## config.mk

```make
export PLATFORM = sky130hd
export DESIGN_NAME = serial_camera_jpeg_capture_reader_unit
export DESIGN_NICKNAME = d
export VERILOG_FILES = /design/src/rtl/core/scjr_pkg.sv /design/src/rtl/core/scjr_regs.sv /design/src/rtl/core/scjr_ctrl.sv /design/src/rtl/core/scjr_emit.sv /design/src/rtl/core/serial_camera_jpeg_capture_reader_unit.sv
export SDC_FILE = /design/constraint.sdc
export NUM_CORES = 1
export LEC_CHECK = 0
export ABC_AREA = 1
export BUFFER_PORTS_ARGS = -buffer_cell sky130_fd_sc_hd__buf_4
export CAP_MARGIN = 30
export CORE_MARGIN = 3
export CORE_UTILIZATION = 60
export CTS_BUF_LIST = sky130_fd_sc_hd__clkbuf_8
export DETAILED_ROUTE_END_ITERATION = 6
export GPL_TIMING_DRIVEN = 1
export HOLD_SLACK_MARGIN = 0.08
export PLACE_DENSITY_LB_ADDON = 0.08
export SLEW_MARGIN = 0
export SYNTH_ARGS = -nofsm -noshare
export SYNTH_HDL_FRONTEND = slang
export SYNTH_HIERARCHICAL = 1
export SYNTH_SLANG_ARGS = --single-unit
```

## constraint.sdc

```tcl
create_clock -name clk -period 9.4 [get_ports clk]
set_input_delay 2.82 -clock clk [delete_from_list [all_inputs] [get_ports clk]]
set_output_delay 2.82 -clock clk [all_outputs]
set_load 0.005 [all_outputs]
```

## src/rtl/core/scjr_pkg.sv

```systemverilog
// shared types, constants and command tables for the camera capture reader
`timescale 1ns / 1ps

package scjr_pkg;

  localparam int unsigned ADDR_W = 4;
  localparam logic [15:0] MIN_CHUNK = 16'd32;

  // request codes
  localparam logic [1:0] REQ_START = 2'd0;
  localparam logic [1:0] REQ_BYTE  = 2'd1;
  localparam logic [1:0] REQ_TICK  = 2'd2;

  // result kinds
  localparam logic [1:0] KIND_SEND   = 2'd0;
  localparam logic [1:0] KIND_DATA   = 2'd1;
  localparam logic [1:0] KIND_FINISH = 2'd2;

  // finish status codes
  localparam logic [1:0] ST_OK      = 2'd0;
  localparam logic [1:0] ST_ACK_BAD = 2'd1;
  localparam logic [1:0] ST_TIMEOUT = 2'd2;
  localparam logic [1:0] ST_HDR_BAD = 2'd3;

  // register indexes
  localparam logic [1:0] REG_CHUNK   = 2'd0;
  localparam logic [1:0] REG_REPLY   = 2'd1;
  localparam logic [1:0] REG_TAIL    = 2'd2;

  typedef struct packed {
    logic [1:0] req_type;
    logic [7:0] rx_byte;
  } req_t;

  typedef struct packed {
    logic [1:0]  item_kind;
    logic [7:0]  byte_value;
    logic [1:0]  finish_status;
    logic [31:0] image_length;
    logic        last_of_run;
  } res_t;

  typedef struct packed {
    logic [15:0] chunk_req;
    logic [15:0] reply_to;
    logic [15:0] tail_to;
  } cfg_t;

  typedef enum logic [2:0] {
    BURST_CAP,
    BURST_LEN,
    BURST_RES,
    BURST_READ,
    BURST_DATA,
    BURST_FIN
  } burst_t;

  // one step's worth of results, expanded by the emitter
  typedef struct packed {
    logic        emit;
    burst_t      kind;
    logic [7:0]  value;
    logic [1:0]  status;
    logic [31:0] length;
    logic [31:0] addr;
    logic [15:0] count;
  } desc_t;

  function automatic logic [7:0] ack_freeze_byte(input logic [2:0] idx);
    logic [7:0] b;
    case (idx)
      3'd0:    b = 8'h76;
      3'd2:    b = 8'h36;
      default: b = 8'h00;
    endcase
    return b;
  endfunction

  function automatic logic [7:0] ack_header_byte(input logic [2:0] idx);
    logic [7:0] b;
    case (idx)
      3'd0:    b = 8'h76;
      3'd2:    b = 8'h32;
      default: b = 8'h00;
    endcase
    return b;
  endfunction

  // five-byte commands: capture, length, resume differ in bytes two and four
  function automatic logic [7:0] short_cmd_byte(input burst_t kind, input logic [3:0] idx);
    logic [7:0] b;
    case (idx)
      4'd0: b = 8'h56;
      4'd2: b = (kind == BURST_LEN) ? 8'h34 : 8'h36;
      4'd3: b = 8'h01;
      4'd4: b = (kind == BURST_RES) ? 8'h03 : 8'h00;
      default: b = 8'h00;
    endcase
    return b;
  endfunction

  function automatic logic [7:0] read_cmd_byte(input logic [31:0] addr,
                                               input logic [15:0] count,
                                               input logic [3:0] idx);
    logic [7:0] b;
    case (idx)
      4'd0:  b = 8'h56;
      4'd2:  b = 8'h32;
      4'd3:  b = 8'h0C;
      4'd5:  b = 8'h0A;
      4'd6:  b = addr[31:24];
      4'd7:  b = addr[23:16];
      4'd8:  b = addr[15:8];
      4'd9:  b = addr[7:0];
      4'd12: b = count[15:8];
      4'd13: b = count[7:0];
      4'd15: b = 8'h0A;
      default: b = 8'h00;
    endcase
    return b;
  endfunction

endpackage

```

## src/rtl/core/scjr_regs.sv

```systemverilog
// configuration registers behind the apb port
`timescale 1ns / 1ps

module scjr_regs (
  input  logic                        clk,
  input  logic                        rst,
  input  logic                        psel,
  input  logic                        penable,
  input  logic                        pwrite,
  input  logic [scjr_pkg::ADDR_W-1:0] paddr,
  input  logic [31:0]                 pwdata,
  output logic [31:0]                 prdata,
  output logic                        pready,
  output scjr_pkg::cfg_t              cfg
);
  import scjr_pkg::*;

  logic wr;

  assign pready = 1'b1;
  assign wr     = psel && penable && pwrite;

  always_ff @(posedge clk) begin
    if (rst) begin
      cfg.chunk_req <= 16'd1024;
      cfg.reply_to  <= 16'd1000;
      cfg.tail_to   <= 16'd100;
    end else if (wr) begin
      unique case (paddr[3:2])
        REG_CHUNK: cfg.chunk_req <= pwdata[15:0];
        REG_REPLY: cfg.reply_to  <= pwdata[15:0];
        REG_TAIL:  cfg.tail_to   <= pwdata[15:0];
        default: ;
      endcase
    end
  end

  always_comb begin
    unique case (paddr[3:2])
      REG_CHUNK: prdata = {16'd0, cfg.chunk_req};
      REG_REPLY: prdata = {16'd0, cfg.reply_to};
      REG_TAIL:  prdata = {16'd0, cfg.tail_to};
      default:   prdata = 32'd0;
    endcase
  end

endmodule

```

## src/rtl/core/scjr_ctrl.sv

```systemverilog
// protocol sequencer: one step per request, producing a burst descriptor
`timescale 1ns / 1ps

module scjr_ctrl (
  input  logic           clk,
  input  logic           rst,
  input  logic           step,
  input  scjr_pkg::req_t item,
  input  scjr_pkg::cfg_t cfg,
  output scjr_pkg::desc_t desc
);
  import scjr_pkg::*;

  typedef enum logic [2:0] {
    PH_IDLE,
    PH_CAP_ACK,
    PH_LEN,
    PH_HDR,
    PH_DATA,
    PH_TAIL,
    PH_RES_ACK
  } phase_t;

  phase_t      phase, phase_next;
  logic [15:0] cnt, cnt_next;
  logic [31:0] total, total_next;
  logic [31:0] addr, addr_next;
  logic [31:0] rem, rem_next;        // bytes left after the chunk in flight
  logic [15:0] chunk, chunk_next;
  logic [15:0] timer, timer_next;
  logic [1:0]  pend, pend_next;
  logic        mism, mism_next;

  logic [15:0] cnt_inc, timer_inc, eff_raw, eff, n;
  logic        mism_now;
  logic        do_enter, do_finish, do_resume, do_next;
  phase_t      enter_ph;
  logic [1:0]  resume_st;
  logic [31:0] nc_addr, nc_rem;

  always_comb begin
    eff_raw   = (cfg.chunk_req < MIN_CHUNK) ? MIN_CHUNK : cfg.chunk_req;
    eff       = {eff_raw[15:3], 3'b000};
    cnt_inc   = cnt + 16'd1;
    timer_inc = (timer == 16'hFFFF) ? timer : timer + 16'd1;
    mism_now  = 1'b0;

    phase_next = phase;
    cnt_next   = cnt;
    total_next = total;
    addr_next  = addr;
    rem_next   = rem;
    chunk_next = chunk;
    timer_next = timer;
    pend_next  = pend;
    mism_next  = mism;

    do_enter  = 1'b0;
    enter_ph  = phase;
    do_finish = 1'b0;
    do_resume = 1'b0;
    resume_st = pend;
    do_next   = 1'b0;
    nc_addr   = addr;
    nc_rem    = rem;
    n         = 16'd0;

    desc        = '0;
    desc.kind   = BURST_FIN;

    case (item.req_type)
      REQ_START: begin
        if (phase == PH_IDLE) begin
          total_next = 32'd0;
          addr_next  = 32'd0;
          rem_next   = 32'd0;
          chunk_next = 16'd0;
          pend_next  = ST_OK;
          desc.emit  = 1'b1;
          desc.kind  = BURST_CAP;
          do_enter   = 1'b1;
          enter_ph   = PH_CAP_ACK;
        end
      end
      REQ_BYTE: begin
        unique case (phase)
          PH_CAP_ACK: begin
            mism_now   = mism || (item.rx_byte != ack_freeze_byte(cnt[2:0]));
            cnt_next   = cnt_inc;
            mism_next  = mism_now;
            timer_next = 16'd0;
            if (cnt_inc >= 16'd5) begin
              if (mism_now) begin
                pend_next = ST_ACK_BAD;
                do_finish = 1'b1;
              end else begin
                desc.emit = 1'b1;
                desc.kind = BURST_LEN;
                do_enter  = 1'b1;
                enter_ph  = PH_LEN;
              end
            end
          end
          PH_LEN: begin
            if (cnt >= 16'd5) total_next = {total[23:0], item.rx_byte};
            cnt_next   = cnt_inc;
            timer_next = 16'd0;
            if (cnt_inc >= 16'd9) begin
              do_next = 1'b1;
              nc_rem  = total_next;
            end
          end
          PH_HDR: begin
            mism_now   = mism || (item.rx_byte != ack_header_byte(cnt[2:0]));
            cnt_next   = cnt_inc;
            mism_next  = mism_now;
            timer_next = 16'd0;
            if (cnt_inc >= 16'd5) begin
              if (mism_now) begin
                do_resume = 1'b1;
                resume_st = ST_HDR_BAD;
              end else begin
                do_enter = 1'b1;
                enter_ph = PH_DATA;
              end
            end
          end
          PH_DATA: begin
            desc.emit  = 1'b1;
            desc.kind  = BURST_DATA;
            desc.value = item.rx_byte;
            cnt_next   = cnt_inc;
            timer_next = 16'd0;
            if (cnt_inc >= chunk) begin
              do_enter = 1'b1;
              enter_ph = PH_TAIL;
            end
          end
          PH_TAIL: begin
            cnt_next = cnt_inc;
            if (cnt_inc >= 16'd5) begin
              do_next = 1'b1;
              nc_addr = addr + {16'd0, chunk};
            end
          end
          PH_RES_ACK: begin
            cnt_next   = cnt_inc;
            timer_next = 16'd0;
            if (cnt_inc >= 16'd5) do_finish = 1'b1;
          end
          default: ;
        endcase
      end
      REQ_TICK: begin
        if (phase == PH_TAIL) begin
          // tail expiry counts as a complete tail
          if (timer_inc >= cfg.tail_to) begin
            do_next = 1'b1;
            nc_addr = addr + {16'd0, chunk};
          end else begin
            timer_next = timer_inc;
          end
        end else if (phase != PH_IDLE) begin
          if (timer_inc < cfg.reply_to) begin
            timer_next = timer_inc;
          end else begin
            unique case (phase)
              PH_CAP_ACK, PH_LEN: begin
                pend_next = ST_TIMEOUT;
                do_finish = 1'b1;
              end
              PH_HDR, PH_DATA: begin
                do_resume = 1'b1;
                resume_st = ST_TIMEOUT;
              end
              default: do_finish = 1'b1;
            endcase
          end
        end
      end
      default: ;
    endcase

    // next chunk when bytes remain, otherwise resume
    if (do_next) begin
      addr_next = nc_addr;
      if (nc_rem != 32'd0) begin
        n          = (nc_rem > {16'd0, eff}) ? eff : nc_rem[15:0];
        chunk_next = n;
        rem_next   = nc_rem - {16'd0, n};
        desc.emit  = 1'b1;
        desc.kind  = BURST_READ;
        desc.addr  = nc_addr;
        desc.count = n;
        do_enter   = 1'b1;
        enter_ph   = PH_HDR;
      end else begin
        do_resume = 1'b1;
        resume_st = pend;
      end
    end

    if (do_resume) begin
      pend_next = resume_st;
      desc.emit = 1'b1;
      desc.kind = BURST_RES;
      do_enter  = 1'b1;
      enter_ph  = PH_RES_ACK;
    end

    if (do_finish) begin
      desc.emit   = 1'b1;
      desc.kind   = BURST_FIN;
      desc.status = pend_next;
      do_enter    = 1'b1;
      enter_ph    = PH_IDLE;
    end

    if (do_enter) begin
      phase_next = enter_ph;
      cnt_next   = 16'd0;
      timer_next = 16'd0;
      mism_next  = 1'b0;
    end

    desc.length = total_next;
  end

  always_ff @(posedge clk) begin
    if (rst) begin
      phase <= PH_IDLE;
      cnt   <= 16'd0;
      total <= 32'd0;
      addr  <= 32'd0;
      rem   <= 32'd0;
      chunk <= 16'd0;
      timer <= 16'd0;
      pend  <= ST_OK;
      mism  <= 1'b0;
    end else if (step) begin
      phase <= phase_next;
      cnt   <= cnt_next;
      total <= total_next;
      addr  <= addr_next;
      rem   <= rem_next;
      chunk <= chunk_next;
      timer <= timer_next;
      pend  <= pend_next;
      mism  <= mism_next;
    end
  end

endmodule

```

## src/rtl/core/scjr_emit.sv

```systemverilog
// result register: expands one burst descriptor into result transfers
`timescale 1ns / 1ps

module scjr_emit (
  input  logic            clk,
  input  logic            rst,
  input  logic            load,
  input  scjr_pkg::desc_t desc_in,
  output logic            free,
  output logic            out_valid,
  input  logic            out_stall,
  output scjr_pkg::res_t  out_item
);
  import scjr_pkg::*;

  desc_t      desc;
  logic       busy;
  logic [3:0] idx;
  logic [3:0] last_idx;
  logic       at_last, fire;

  always_comb begin
    case (desc.kind)
      BURST_CAP, BURST_LEN, BURST_RES: last_idx = 4'd4;
      BURST_READ:                      last_idx = 4'd15;
      default:                         last_idx = 4'd0;
    endcase
  end

  assign at_last   = (idx == last_idx);
  assign fire      = busy && !out_stall;
  assign free      = !busy || (fire && at_last);
  assign out_valid = busy;

  always_ff @(posedge clk) begin
    if (rst) begin
      busy <= 1'b0;
      idx  <= 4'd0;
    end else if (load) begin
      busy <= 1'b1;
      idx  <= 4'd0;
    end else if (fire) begin
      if (at_last) busy <= 1'b0;
      else idx <= idx + 4'd1;
    end
  end

  always_ff @(posedge clk) begin
    if (load) desc <= desc_in;
  end

  always_comb begin
    out_item.finish_status = ST_OK;
    out_item.image_length  = desc.length;
    out_item.last_of_run   = at_last;
    case (desc.kind)
      BURST_READ: begin
        out_item.item_kind  = KIND_SEND;
        out_item.byte_value = read_cmd_byte(desc.addr, desc.count, idx);
      end
      BURST_DATA: begin
        out_item.item_kind  = KIND_DATA;
        out_item.byte_value = desc.value;
      end
      BURST_FIN: begin
        out_item.item_kind     = KIND_FINISH;
        out_item.byte_value    = 8'h00;
        out_item.finish_status = desc.status;
      end
      default: begin
        out_item.item_kind  = KIND_SEND;
        out_item.byte_value = short_cmd_byte(desc.kind, idx);
      end
    endcase
  end

endmodule

```

## src/rtl/core/serial_camera_jpeg_capture_reader_unit.sv

```systemverilog
// top level of the serial camera capture reader
`timescale 1ns / 1ps
// an item is registered at its transfer; its first result is shown the cycle after the item
//   leaves the input register
// throughput: one item per cycle while each causes at most one result and no out_stall; an item
//   with k results holds the result register for k transfers (5 per command, 16 per chunk read)
// reset: synchronous, clears the sequencer to idle and loads register defaults; no clearing pass

module serial_camera_jpeg_capture_reader_unit (
  input  logic                        clk,
  input  logic                        rst,
  input  logic                        in_valid,
  output logic                        in_stall,
  input  scjr_pkg::req_t              in_item,
  output logic                        out_valid,
  input  logic                        out_stall,
  output scjr_pkg::res_t              out_item,
  input  logic                        psel,
  input  logic                        penable,
  input  logic                        pwrite,
  input  logic [scjr_pkg::ADDR_W-1:0] paddr,
  input  logic [31:0]                 pwdata,
  output logic [31:0]                 prdata,
  output logic                        pready
);
  import scjr_pkg::*;

  cfg_t  cfg;
  desc_t desc;
  req_t  in_q;
  logic  in_q_valid;
  logic  free, step;

  scjr_regs u_regs (
    .clk     (clk),
    .rst     (rst),
    .psel    (psel),
    .penable (penable),
    .pwrite  (pwrite),
    .paddr   (paddr),
    .pwdata  (pwdata),
    .prdata  (prdata),
    .pready  (pready),
    .cfg     (cfg)
  );

  scjr_ctrl u_ctrl (
    .clk  (clk),
    .rst  (rst),
    .step (step),
    .item (in_q),
    .cfg  (cfg),
    .desc (desc)
  );

  scjr_emit u_emit (
    .clk       (clk),
    .rst       (rst),
    .load      (step && desc.emit),
    .desc_in   (desc),
    .free      (free),
    .out_valid (out_valid),
    .out_stall (out_stall),
    .out_item  (out_item)
  );

  // items with no results never wait for the result register
  assign step     = in_q_valid && (!desc.emit || free);
  assign in_stall = in_q_valid && !step;

  always_ff @(posedge clk) begin
    if (rst) begin
      in_q_valid <= 1'b0;
    end else if (in_valid && !in_stall) begin
      in_q_valid <= 1'b1;
    end else if (step) begin
      in_q_valid <= 1'b0;
    end
  end

  always_ff @(posedge clk) begin
    if (in_valid && !in_stall) in_q <= in_item;
  end

  a_stall_only_when_held: assert property (@(posedge clk) disable iff (rst)
    in_stall |-> in_q_valid)
    else $error("input stalled with empty input register");

  a_finish_is_last: assert property (@(posedge clk) disable iff (rst)
    (out_valid && out_item.item_kind == KIND_FINISH) |-> out_item.last_of_run)
    else $error("finish result not last of its run");

  a_data_is_last: assert property (@(posedge clk) disable iff (rst)
    (out_valid && out_item.item_kind == KIND_DATA) |->
      (out_item.last_of_run && out_item.finish_status == ST_OK))
    else $error("data result malformed");

  a_status_only_on_finish: assert property (@(posedge clk) disable iff (rst)
    (out_valid && out_item.item_kind != KIND_FINISH) |-> out_item.finish_status == ST_OK)
    else $error("status set on a non-finish result");

endmodule

```

==> results of run 1 <==
-- final timing paths --
kind	startpoint	end	slack (ns)
setup / recovery	u_ctrl/timer[0]	in_stall	0.77
hold / removal	u_ctrl/rem[13]	u_ctrl/rem[13]	0.47
setup reg to reg	u_ctrl/cnt[0]	u_ctrl/rem[31]	1.33
hold reg to reg	u_ctrl/rem[13]	u_ctrl/rem[13]	0.47
-- worst max-delay path: cells and delay by family (launching register included) --
| family | cells | cell delay, ns |
|---|---|---|
| buf+inv | 6 | 0.61 |
| simple gates | 18 | 3.31 |
| flops | 1 | 0.40 |
| compound gates | 1 | 0.21 |
| fa+ha+maj | 2 | 0.48 |
| xor+xnor | 1 | 0.13 |
-- synthesized netlist by cell type, types with 9 or more instances --
master      n  share of area [%]
ha_1      105                6.3
inv_1     406                7.3
nor2_2     13               0.39
xnor2_1    15               0.63
nand3_1   208                5.0
nand2_2    17               0.51
nor3_1     35               0.84
o21a_1     27               0.97
nor2_4     13               0.70
o211ai_1   15               0.54
nor4_1     11               0.33
a31oi_1    10               0.30
nand2_1   736                 13
inv_2      10               0.18
a21oi_1   243                5.8
nand4_1    39                1.2
buf_2      44                1.1
edfxtp_1  103                 15
dfxtp_1   204                 20
o21ai_1    32               0.77
clkbuf_1   55               0.99
xor2_1     38                1.6
buf_1       9               0.16
buf_4      58                2.1
nor2_1    313                5.6
o21ai_0   182                4.4
o22ai_1    36                1.1
-- layer usage --
layer	share of wire (%)	track usage, %
met1	43	44.5
met2	45	53.0
met3	8.7	5.67
met4	3.4	12.5
met5	0	0
-- kinds of logic (layout without fill, tap and decap cells) --
logic type,count (synthesis),in the layout,synth area share [%]
other,3,19,0.0539
AO/OA/AOI/OAI,580,580,15.3
buffers and inverters,595,645,12.3
adder cells (fa/ha/maj),106,106,6.39
XOR/XNOR,53,53,2.22
flip-flops,307,307,34.4
AND/OR/NAND/NOR,1413,1413,29.4
-- registers in the layout (all words and copies together) (netlist names), 4 cells and up --
| register | cells |
|---|---|
| u_emit/desc | 61 |
| in_q | 10 |
| u_ctrl/addr | 32 |
| u_emit/idx | 4 |
| u_ctrl/total | 32 |
| u_regs/cfg | 48 |
| u_ctrl/cnt | 16 |
| u_ctrl/timer | 16 |
| u_emit/out_item | 32 |
| u_ctrl/rem | 32 |
| u_ctrl/chunk | 16 |
-- stage by stage --
| step | utilization (%) | power [mW] | area [um^2] |
|---|---|---|---|
| global route | 66.5 | 3.45 | 22600 |
| finish | 66.5 | 3.28 | 22600 |
| floorplan | - | 1.90 | 20900 |
| global placement | 63.3 | 2.07 | 21500 |
| detailed placement | 63.3 | 2.08 | 21500 |
| CTS | 66.4 | 3.29 | 22500 |
-- final cells by class --
type                    instances  area [um^2]
inverters                     423         1600
flip-flops and latches        307         7180
repair buffers                125          958
diodes                          1         2.50
clock buffers                  66          908
clock inverters                31          145
multi-input cells            2170        11200
fillers                      3093        11400
well taps                     448          561
-- power breakdown --
group	switching [mW]	internal [mW]
Clock	0.573	0.635
Sequential	0.0274	1.41
Combinational	0.441	0.199
==> results.py, run 1 <==
metrics = {
    "logic_synthesis": {
        "synth_area_per_cell_um2": 6.83,
        "synthArstFlopShare_pct": 0,
        "yosysWarnings": 6,
        "synth_seq_cells": 307,
        "synth_area_um2": 20900,
        "ys_seq_area_share_pct": 34.4,
        "synth_edf_count": 103,
        "synth_cell_types": 60,
        "syn_inst": 3057,
        "synth_top_flop_cell": "dfxtp_1",
    },
    "cts": {
        "clock_path_buffers": 3,
        "ctsHoldBuffers": 0,
        "root_buffer": "clkbuf_8",
        "clock-sinks": 307,
        "insertion_delay_ns": 0.65,
        "cts_resized": 0,
        "cts_tree": "built",
        "clk_pin_slew_ns": 0.06,
        "cts_setup_buffers": 0,
        "numCtsBuffers": 54,
        "htree_levels": 2,
    },
    "sta": {
        "setup_viol": 0,
        "setup_ws_ns": 0.770,
        "worst_slew_pin_slew_ns": 0.959,
        "slew_viol_final": 0,
        "finalCritPeriodShare_pct": 91.8,
        "tns_ns": 0,
        "whs_ns": 0.469,
        "relSlewSlack_pct": 36.0,
        "finalHoldViolCount": 0,
        "clock.fmax_mhz": 116,
        "finClkSkew_ns": 0.0316,
        "grt_setup_unrepaired": "false",
        "period_needed_ns": 8.63,
    },
    "global_routing": {
        "grt_max_degree": 110,
        "grt_overflow_total": 0,
        "grt_pass1_wl_um": 97200,
        "track_usage_pct": 33.0,
        "grt_pass1_vias": 18700,
        "antenna_found_initial": 0,
    },
    "floorplanning": {
        "io_pins": 133,
        "core_um2": 34000,
        "start_util_pct": 61.5,
        "dieHeight_um": 193,
        "core.rowCount": 67,
        "chipWidth_um": 193,
        "die-area_um2": 37100,
    },
    "placed_design": {
        "place_congestion": 0.964,
        "dpl.hpwl_um": 44200,
        "pre_cts_ws_ns": 1.49,
        "placedCellCount": 3472,
        "io_buffer_count": 97,
    },
    "hold_path": {
        "holdPathStages": 2,
        "min_path_type": "register to register",
    },
    "detailed_routing": {
        "drt-initial-drc-count": 1857,
        "ant_nets": 0,
        "dr.pass1.iters": 7,
        "remaining_drc_errors": 0,
        "wire_per_inst_um": 17.1,
        "num_vias": 20300,
        "vias_per_cell": 5.69,
        "wl_um": 61200,
    },
    "critical_path": {
        "rr_worst_depth": 43,
        "arrival_ns": 5.81,
        "worstSetupPathType": "register to output port",
        "critPathMaxStageDelay_ns": 0.62,
        "crit_required_ns": 6.58,
        "startpoint_type": "register",
        "critPathMaxFanout": 6,
        "cp_common_cell": "nand2_1",
        "cp_slowest_cell": "nor4_1",
        "end_kind": "output port",
    },
    "run": {
        "drv_cap": 0,
    },
    "power_and_ir_drop": {
        "ir_drop_v": 0.000113,
        "power_density_nw_per_um2": 145,
        "p_leak_nw": 10.3,
    },
    "cells_and_area": {
        "area_growth_pct": 8.09,
        "layout_common_cells": "736 x nand2_1, 423 x inv_1, 311 x nor2_1, 241 x a21oi_1, 207 x nand3_1",
        "drive_gt1_share_pct": 9.67,
        "fin_cells": 3571,
        "final_common_cell": "nand2_1",
        "fin_nets": 3240,
    },
    "status": {
        "status": "completed",
    },
}
Power figures use the tool's default switching activity.
==> inputs of run 2 (changes only) <==
--- a/config.mk
+++ b/config.mk
@@ -8,11 +8,10 @@
 export ABC_AREA = 1
 export BUFFER_PORTS_ARGS = -buffer_cell sky130_fd_sc_hd__buf_4
 export CAP_MARGIN = 30
-export CORE_MARGIN = 3
+export CORE_MARGIN = 2
 export CORE_UTILIZATION = 60
-export CTS_BUF_LIST = sky130_fd_sc_hd__clkbuf_8
 export DETAILED_ROUTE_END_ITERATION = 6
-export GPL_TIMING_DRIVEN = 1
+export GPL_TIMING_DRIVEN = 0
 export HOLD_SLACK_MARGIN = 0.08
 export PLACE_DENSITY_LB_ADDON = 0.08
 export SLEW_MARGIN = 0
==> results.py, run 2 (synthesis results as in run 1) <==
metrics = {
    "status": {
        "status": "completed",
    },
    "detailed_routing": {
        "vias_per_cell": 5.84,
        "wl_um": 69100,
        "wire_per_inst_um": 18.7,
        "drt-initial-drc-count": 2391,
        "dr.pass1.iters": 6,
        "num_vias": 21600,
        "ant_nets": 0,
        "remaining_drc_errors": 0,
    },
    "global_routing": {
        "grt_max_degree": 49,
        "grt_pass1_vias": 19900,
        "track_usage_pct": 37.8,
        "antenna_found_initial": 0,
        "grt_overflow_total": 0,
        "grt_pass1_wl_um": 106000,
    },
    "cts": {
        "clock_path_buffers": 3,
        "ctsHoldBuffers": 0,
        "clk_pin_slew_ns": 0.06,
        "numCtsBuffers": 37,
        "htree_levels": 2,
        "cts_tree": "built",
        "root_buffer": "clkbuf_16",
        "cts_resized": 0,
        "insertion_delay_ns": 0.57,
        "cts_setup_buffers": 0,
        "clock-sinks": 307,
    },
    "placed_design": {
        "pre_cts_ws_ns": 1.25,
        "place_congestion": 1.02,
        "dpl.hpwl_um": 53000,
        "io_buffer_count": 97,
    },
    "critical_path": {
        "critPathMaxFanout": 10,
        "worstSetupPathType": "register to register",
        "arrival_ns": 8.98,
        "critPathMaxStageDelay_ns": 0.84,
        "end_kind": "register",
        "startpoint_type": "register",
        "crit_required_ns": 9.81,
        "cp_slowest_cell": "o21ai_0",
        "cp_common_cell": "nand2_1",
    },
    "sta": {
        "relSlewSlack_pct": 25.6,
        "worst_slew_pin_slew_ns": 1.11,
        "finalHoldViolCount": 0,
        "clock.fmax_mhz": 117,
        "finalCritPeriodShare_pct": 91.2,
        "whs_ns": 0.474,
        "tns_ns": 0,
        "setup_viol": 0,
        "period_needed_ns": 8.58,
        "setup_ws_ns": 0.823,
        "grt_setup_unrepaired": "false",
        "finClkSkew_ns": 0.0190,
        "slew_viol_final": 0,
    },
    "power_and_ir_drop": {
        "ir_drop_v": 0.000141,
        "power_density_nw_per_um2": 156,
        "p_leak_nw": 10.8,
    },
    "cells_and_area": {
        "largest_reg_flops": 61,
        "layout_common_cells": "736 x nand2_1, 405 x inv_1, 313 x nor2_1, 243 x a21oi_1, 208 x nand3_1",
        "drive_gt1_share_pct": 11.2,
        "post-route-util_pct": 68.7,
        "diodes": 0,
        "area_growth_pct": 13.0,
        "largest_register": "u_emit/desc",
        "fin_nets": 3372,
        "reg_top3": "u_emit/desc (61), u_regs/cfg (48)",
        "final_common_cell": "nand2_1",
    },
    "floorplanning": {
        "start_util_pct": 60.8,
        "chipWidth_um": 191,
        "io_pins": 133,
        "core.rowCount": 68,
        "die-area_um2": 36300,
        "core_um2": 34400,
        "dieHeight_um": 191,
    },
    "run": {
        "drv_cap": 0,
    },
    "hold_path": {
        "min_path_type": "register to register",
    },
}
run 2: final cells by class:
type                       count  area [um^2]
fill                        3022        10800
clock inverter                17          273
inverter                     423         1600
clock buffer                  51         1040
timing repair buffer         102          777
tap                          455          569
multi-input combinational   2170        11200
sequential                   307         7180
buffer                       172          967
run 2: worst max-delay path: cells and delay by family, from the launching register on:
family	cells	cell delay, ns
AND/OR/NAND/NOR	22	3.25
AO/OA/AOI/OAI	9	1.96
buffers and inverters	9	1.61
adder cells (fa/ha/maj)	3	0.94
flip-flops	1	0.46
XOR/XNOR	1	0.17
run 2: power breakdown:
part	leakage [nW]	internal (mW)	switching, mW	total, mW
Sequential	2.59	1.41	0.0296	1.44
Combinational	7.54	0.212	0.485	0.698
Clock	0.636	0.946	0.603	1.55
Total	10.8	2.56	1.12	3.68
run 2: worst paths after layout:
kind / start / endpoint / slack (ns) / depth (start not counted)
min reg2reg: u_ctrl/rem[5] / u_ctrl/rem[5] / 0.47 / 2
max reg2reg: u_ctrl/cnt[0] / u_ctrl/rem[31] / 0.82 / 44
min: u_ctrl/rem[5] / u_ctrl/rem[5] / 0.47 / 2
max: u_ctrl/cnt[0] / u_ctrl/rem[31] / 0.82 / 44
run 2: metrics by stage:
stage               cell area (um^2)  cells  total power, mW
detailed placement             22300   3628             2.13
global placement               22200   3624             2.12
floorplan                      20900   3072             1.90
global route                   23600   3697             3.80
finish                         23600   3697             3.68
CTS                            23600   3696             3.67
run 2: metal layers:
| metal | vias up | routed length, um | track usage, % |
|---|---|---|---|
| li1 | 10200 | - | - |
| met1 | 9902 | 28000 | 50.0 |
| met2 | 1248 | 30200 | 59.0 |
| met3 | 189 | 7300 | 7.64 |
| met4 | 0 | 3540 | 18.2 |
| met5 | - | 0 | 0 |
